`src/design/nrag_pkg.sv`:
```
// Shared types and constants for the nearest-neighbor resize address generator.
// No dependencies; imported by nrag_div and nearest_resize_address_gen_core.
package nrag_pkg;

    localparam int MODE_W  = 2;
    localparam int CH_W    = 16;
    localparam int OUTER_W = 30;
    localparam int INNER_W = 20;
    localparam int CFG_IDX_W = 3;

    // Configuration register indexes
    typedef enum logic [CFG_IDX_W-1:0] {
        CFG_MODE              = 3'd0,
        CFG_CHANNELS          = 3'd1,
        CFG_OUT_SIZES         = 3'd2,
        CFG_IN_SIZES          = 3'd3,
        CFG_SRC_STRIDES_OUTER = 3'd4,
        CFG_SRC_STRIDES_INNER = 3'd5,
        CFG_DST_STRIDES_OUTER = 3'd6,
        CFG_DST_STRIDES_INNER = 3'd7
    } cfg_idx_t;

    typedef enum logic [MODE_W-1:0] {
        MODE_1D   = 2'd0,
        MODE_2D   = 2'd1,
        MODE_3D   = 2'd2,
        MODE_NONE = 2'd3
    } mode_t;

endpackage

```
`src/design/nrag_div.sv`:
```
// Pipelined restoring divider, one quotient bit per stage, with a sideband
// that travels alongside. Depends on nrag_pkg only by project convention.
module nrag_div #(
    parameter int NUM_W = 40,
    parameter int DEN_W = 16,
    parameter int SB_W  = 8
) (
    input  logic             aclk,
    input  logic             aresetn,
    input  logic             en,
    input  logic             in_valid,
    input  logic [NUM_W-1:0] in_num,
    input  logic [SB_W-1:0]  in_sb,
    input  logic [DEN_W-1:0] den,
    output logic             out_valid,
    output logic [NUM_W-1:0] out_quot,
    output logic [DEN_W-1:0] out_rem,
    output logic [SB_W-1:0]  out_sb
);
    import nrag_pkg::*;

    logic [NUM_W-1:0] vld_reg;
    logic [DEN_W-1:0] rem_reg [NUM_W];
    logic [NUM_W-1:0] nq_reg  [NUM_W];
    logic [SB_W-1:0]  sb_reg  [NUM_W];

    genvar i;
    generate
        for (i = 0; i < NUM_W; i++) begin : g_stage
            logic             prev_vld;
            logic [DEN_W-1:0] prev_rem;
            logic [NUM_W-1:0] prev_nq;
            logic [SB_W-1:0]  prev_sb;
            logic [DEN_W:0]   trial;
            logic [DEN_W:0]   diff;
            logic             ge;
            logic [DEN_W-1:0] rem_next;
            logic [NUM_W-1:0] nq_next;

            if (i == 0) begin : g_first
                assign prev_vld = in_valid;
                assign prev_rem = '0;
                assign prev_nq  = in_num;
                assign prev_sb  = in_sb;
            end else begin : g_rest
                assign prev_vld = vld_reg[i-1];
                assign prev_rem = rem_reg[i-1];
                assign prev_nq  = nq_reg[i-1];
                assign prev_sb  = sb_reg[i-1];
            end

            always_comb begin
                trial    = {prev_rem, prev_nq[NUM_W-1]};
                diff     = trial - {1'b0, den};
                ge       = (trial >= {1'b0, den});
                rem_next = ge ? diff[DEN_W-1:0] : trial[DEN_W-1:0];
                nq_next  = {prev_nq[NUM_W-2:0], ge};
            end

            always_ff @(posedge aclk) begin
                if (!aresetn) begin
                    vld_reg[i] <= 1'b0;
                end else if (en) begin
                    vld_reg[i] <= prev_vld;
                end
            end

            always_ff @(posedge aclk) begin
                if (en) begin
                    rem_reg[i] <= rem_next;
                    nq_reg[i]  <= nq_next;
                    sb_reg[i]  <= prev_sb;
                end
            end
        end
    endgenerate

    assign out_valid = vld_reg[NUM_W-1];
    assign out_quot  = nq_reg[NUM_W-1];
    assign out_rem   = rem_reg[NUM_W-1];
    assign out_sb    = sb_reg[NUM_W-1];

endmodule

```
`config.mk`:
```
export PLATFORM = sky130hd
export DESIGN_NAME = nrag_div
export DESIGN_NICKNAME = d
export VERILOG_FILES = /design/src/design/nrag_pkg.sv /design/src/design/nrag_div.sv
export SDC_FILE = /design/constraint.sdc
export NUM_CORES = 2
export LEC_CHECK = 0
export BUFFER_PORTS_ARGS = -buffer_cell sky130_fd_sc_hd__buf_2
export CAP_MARGIN = 10
export CORE_ASPECT_RATIO = 0.7
export CORE_MARGIN = 2
export CORE_UTILIZATION = 33
export CTS_CLUSTER_DIAMETER = 100
export CTS_CLUSTER_SIZE = 25
export DETAILED_ROUTE_END_ITERATION = 16
export MAX_ROUTING_LAYER = met4
export PLACE_DENSITY = 0.53
export SYNTH_ARGS = -nofsm -noshare
export SYNTH_HDL_FRONTEND = slang
export SYNTH_SLANG_ARGS = --single-unit
export TNS_END_PERCENT = 50
```
`constraint.sdc`:
```
create_clock -name aclk -period 4.3 [get_ports aclk]
set_clock_uncertainty 0.15 [all_clocks]
set_input_delay 0.43 -clock aclk [delete_from_list [all_inputs] [get_ports aclk]]
set_output_delay 0.43 -clock aclk [all_outputs]
set_load 0.005 [all_outputs]
```
==> results.md <==
* First-pass GRT wire length at 363000 µm
* Number of H-tree levels at 4
* Root Driver: clkbuf_16
* FF-to-FF setup slack at 690 ps
* Period minus WS final at 3610 ps
* Data required, critical path at 4780 ps
* Status: completed
* Largest net degree at the start of global routing at 124
* Pins Over Slew Limit at 0
* Peak supply drop at 0.292 mV
* DPL Wire Length at 161000 µm
* Cells on worst reg2reg path at 12
* Register area share after synthesis at 69.0%
* Drt wl/cell at 18.5 µm
* Unrepaired setup endpoints after global routing: no
* Hold slack final at 107 ps
* Final setup fails at 0
* Max Cap Viol at 0
* Cells after synthesis at 7514
* Vias/cell at 4.87
* Setup crit end kind: flop
* Final core occ at 37.6%
* Reg-to-reg endpoint: rem_reg[1][30]
* Crit path kind: reg -> reg
* Post-synth cell types at 80
* GRT Overall Usage at 13.7%
* Fraction of layout cells with a size suffix above 1 at 13.2%
* Final setup TNS at 0 ps
* Die area at 0.346 mm²
* Leading cell type in the layout, fill and taps excluded: edfxtp_1
* CTS Buf Count at 138
* Final instance area at 0.128 mm²
* Via Count at 62.2k
* Final worst setup slack at 695 ps
* CTS max path bufs at 4
* Synthesis Warnings at 0
* Post-synth EDFFs at 2560
* Post-CTS Resized at 0
* Post-Syn Nets at 8247
* Post-route ant nets at 0
* Filler cell count at 31.5k
* Final hold violations at 0
* Worst Tran Pin Value at 1070 ps
* Clk_lat worst skew at 870 ps
* Initial core utilization at 33.2%
* Most frequent cells in the layout: edfxtp_1, ha_1, nor2_1
* Dpl ws at 136 ps
* Post-Syn Area at 0.113 mm²
* CP startpoint: nq_reg[1][39]
* Worst Hold Endpoint: nq_reg[0][25]
* Async SR Flop Fraction at 0%
* R2r startpoint: nq_reg[1][39]
* I/O Pins at 133
* Synthesized area per cell at 15.0 µm²
* Grt ovf at 0
* Initial DRC Count at 5135
* DRC at 0
* Area growth, synth to finish at 13.4%
* TritonCTS clock tree: yes
* Placed Instances at 12.5k
* Area after DPL at 0.123 mm²
* Port-buffer cells at 132
* WL final at 236000 µm
* Number of flip-flops in the largest register at 1600
* Initial antenna violation count at 12
* Critical path startpoint category: flop
* Post-layout net count at 8933
* Hold Crit Depth at 2
* Final total power at 85.0 mW
* Die span in x at 702 µm
* TritonRoute pass-1 iters at 8
* Tcrit/Tclk final at 83.8%
* Row count at 179
* DIE HEIGHT at 493 µm
* Leakage power at 46.3 nW
* Hold Path Class: in -> reg
* Main synth FF type: edfxtp_1
* Crit path max fanout at 3
* Core area at 0.340 mm²
* Final cell count without fillers at 12.8k
* Crit path arrival time at 4090 ps
* Worst-path clk slew at 100 ps
* Fmax at 0.277 GHz
* Routability cong. at 0.877
* Synthesis-stage register bit count at 2600
* PwrDens at 665 mW/mm²
* Slew headroom at 28.9%
* Clk sink count at 2600
* Hold Startpoint: in_num[24]
* Vias in the first global route at 60.7k
worst max-delay path, cell delays in order, from the launching register on:
cell	delay (ps)
edfxtp_1	450
inv_1	60
ha_1	200
fa_1	410
nor2b_1	140
o21a_1	160
o21ai_0	140
a2111oi_0	480
o21ai_0	250
a2111oi_0	450
nor2_1	100
xnor2_1	140
mux2_2	270
cell families (layout without fill, tap and decap cells):
logic type | Yosys count | after routing | share of synthesized area (%)
DFF | 2600 | 2600 | 69.0
and+or+nand+nor | 1555 | 1555 | 6.63
AOI/OAI and AO/OA | 1528 | 1528 | 8.42
adders and majority gates | 665 | 665 | 7.65
xor gates and xnor gates | 443 | 443 | 3.44
muxes | 381 | 381 | 3.71
buffers and inverters | 342 | 1071 | 1.19
other | 0 | 1 | 0
metal layers:
layer	vias up	share of wire, %	track usage (%)
li1	30100	-	-
met1	30500	53	21.5
met2	1330	40	18.7
met3	288	4.9	1.88
met4	0	2.0	2.73
met5	-	0	-
synth_stat cells, types with 36 or more instances:
cell      count  area [µm²]
edfxtp_1   2560       76900
ha_1        626        7830
nor2_1      511        1920
a21oi_1     499        2500
o21ai_0     370        1850
nand2_1     368        1380
xnor2_1     279        2440
mux2_2      254        2860
inv_1       244         916
xor2_1      164        1440
nor2b_1     163        1020
a21o_1      148        1110
nor3_1      116         581
o21a_1       87         653
mux2i_1      86         861
nand4_1      85         532
clkbuf_1     79         297
nand3_1      79         395
nand2b_1     75         469
a31oi_1      49         307
o31ai_1      42         315
mux2_1       41         462
dfxtp_1      40         801
fa_1         39         781
o31a_1       37         324
a211oi_1     36         270
power breakdown:
part	leakage (nW)	internal, mW	total (mW)	switching, mW
Combinational	19.0	15.6	33.1	17.5
Clock	1.96	6.38	14.5	8.10
Sequential	25.3	34.5	37.4	2.85
Total	46.3	56.5	85.0	28.5
how the worst max path moves through the flow:
| stage | to | cells past startpoint |
|---|---|---|
| 2_1_floorplan | rem_reg[3][40] | 12 |
| 3_5_place_dp | rem_reg[1][30] | 13 |
| 4_1_cts | rem_reg[1][30] | 12 |
| 6_report | rem_reg[1][30] | 12 |
| 3_3_place_gp | rem_reg[1][30] | 13 |
| 5_1_grt | rem_reg[1][30] | 12 |
cell type report:
| cell class | instances | area (µm²) | share of cell area, % |
|---|---|---|---|
| inverter | 244 | 927 | 0.726 |
| timing repair buffer | 644 | 5720 | 4.47 |
| clock buffer | 146 | 3530 | 2.76 |
| sequential | 2600 | 77700 | 60.8 |
| clock inverter | 37 | 489 | 0.383 |
| antenna | 1 | 2.50 | 0.00196 |
| tap | 4525 | 5660 | 4.43 |
| multi-input combinational | 4572 | 33800 | 26.4 |
what timing repair did:
| action | in CTS | in global routing |
|---|---|---|
| endpoints found under the hold margin | 113 | 0 |
| hold buffers | 57 | 0 |
| setup buffers | 0 | 0 |
| setup endpoints to repair | 0 | 0 |
Power figures use the tool's default switching activity.
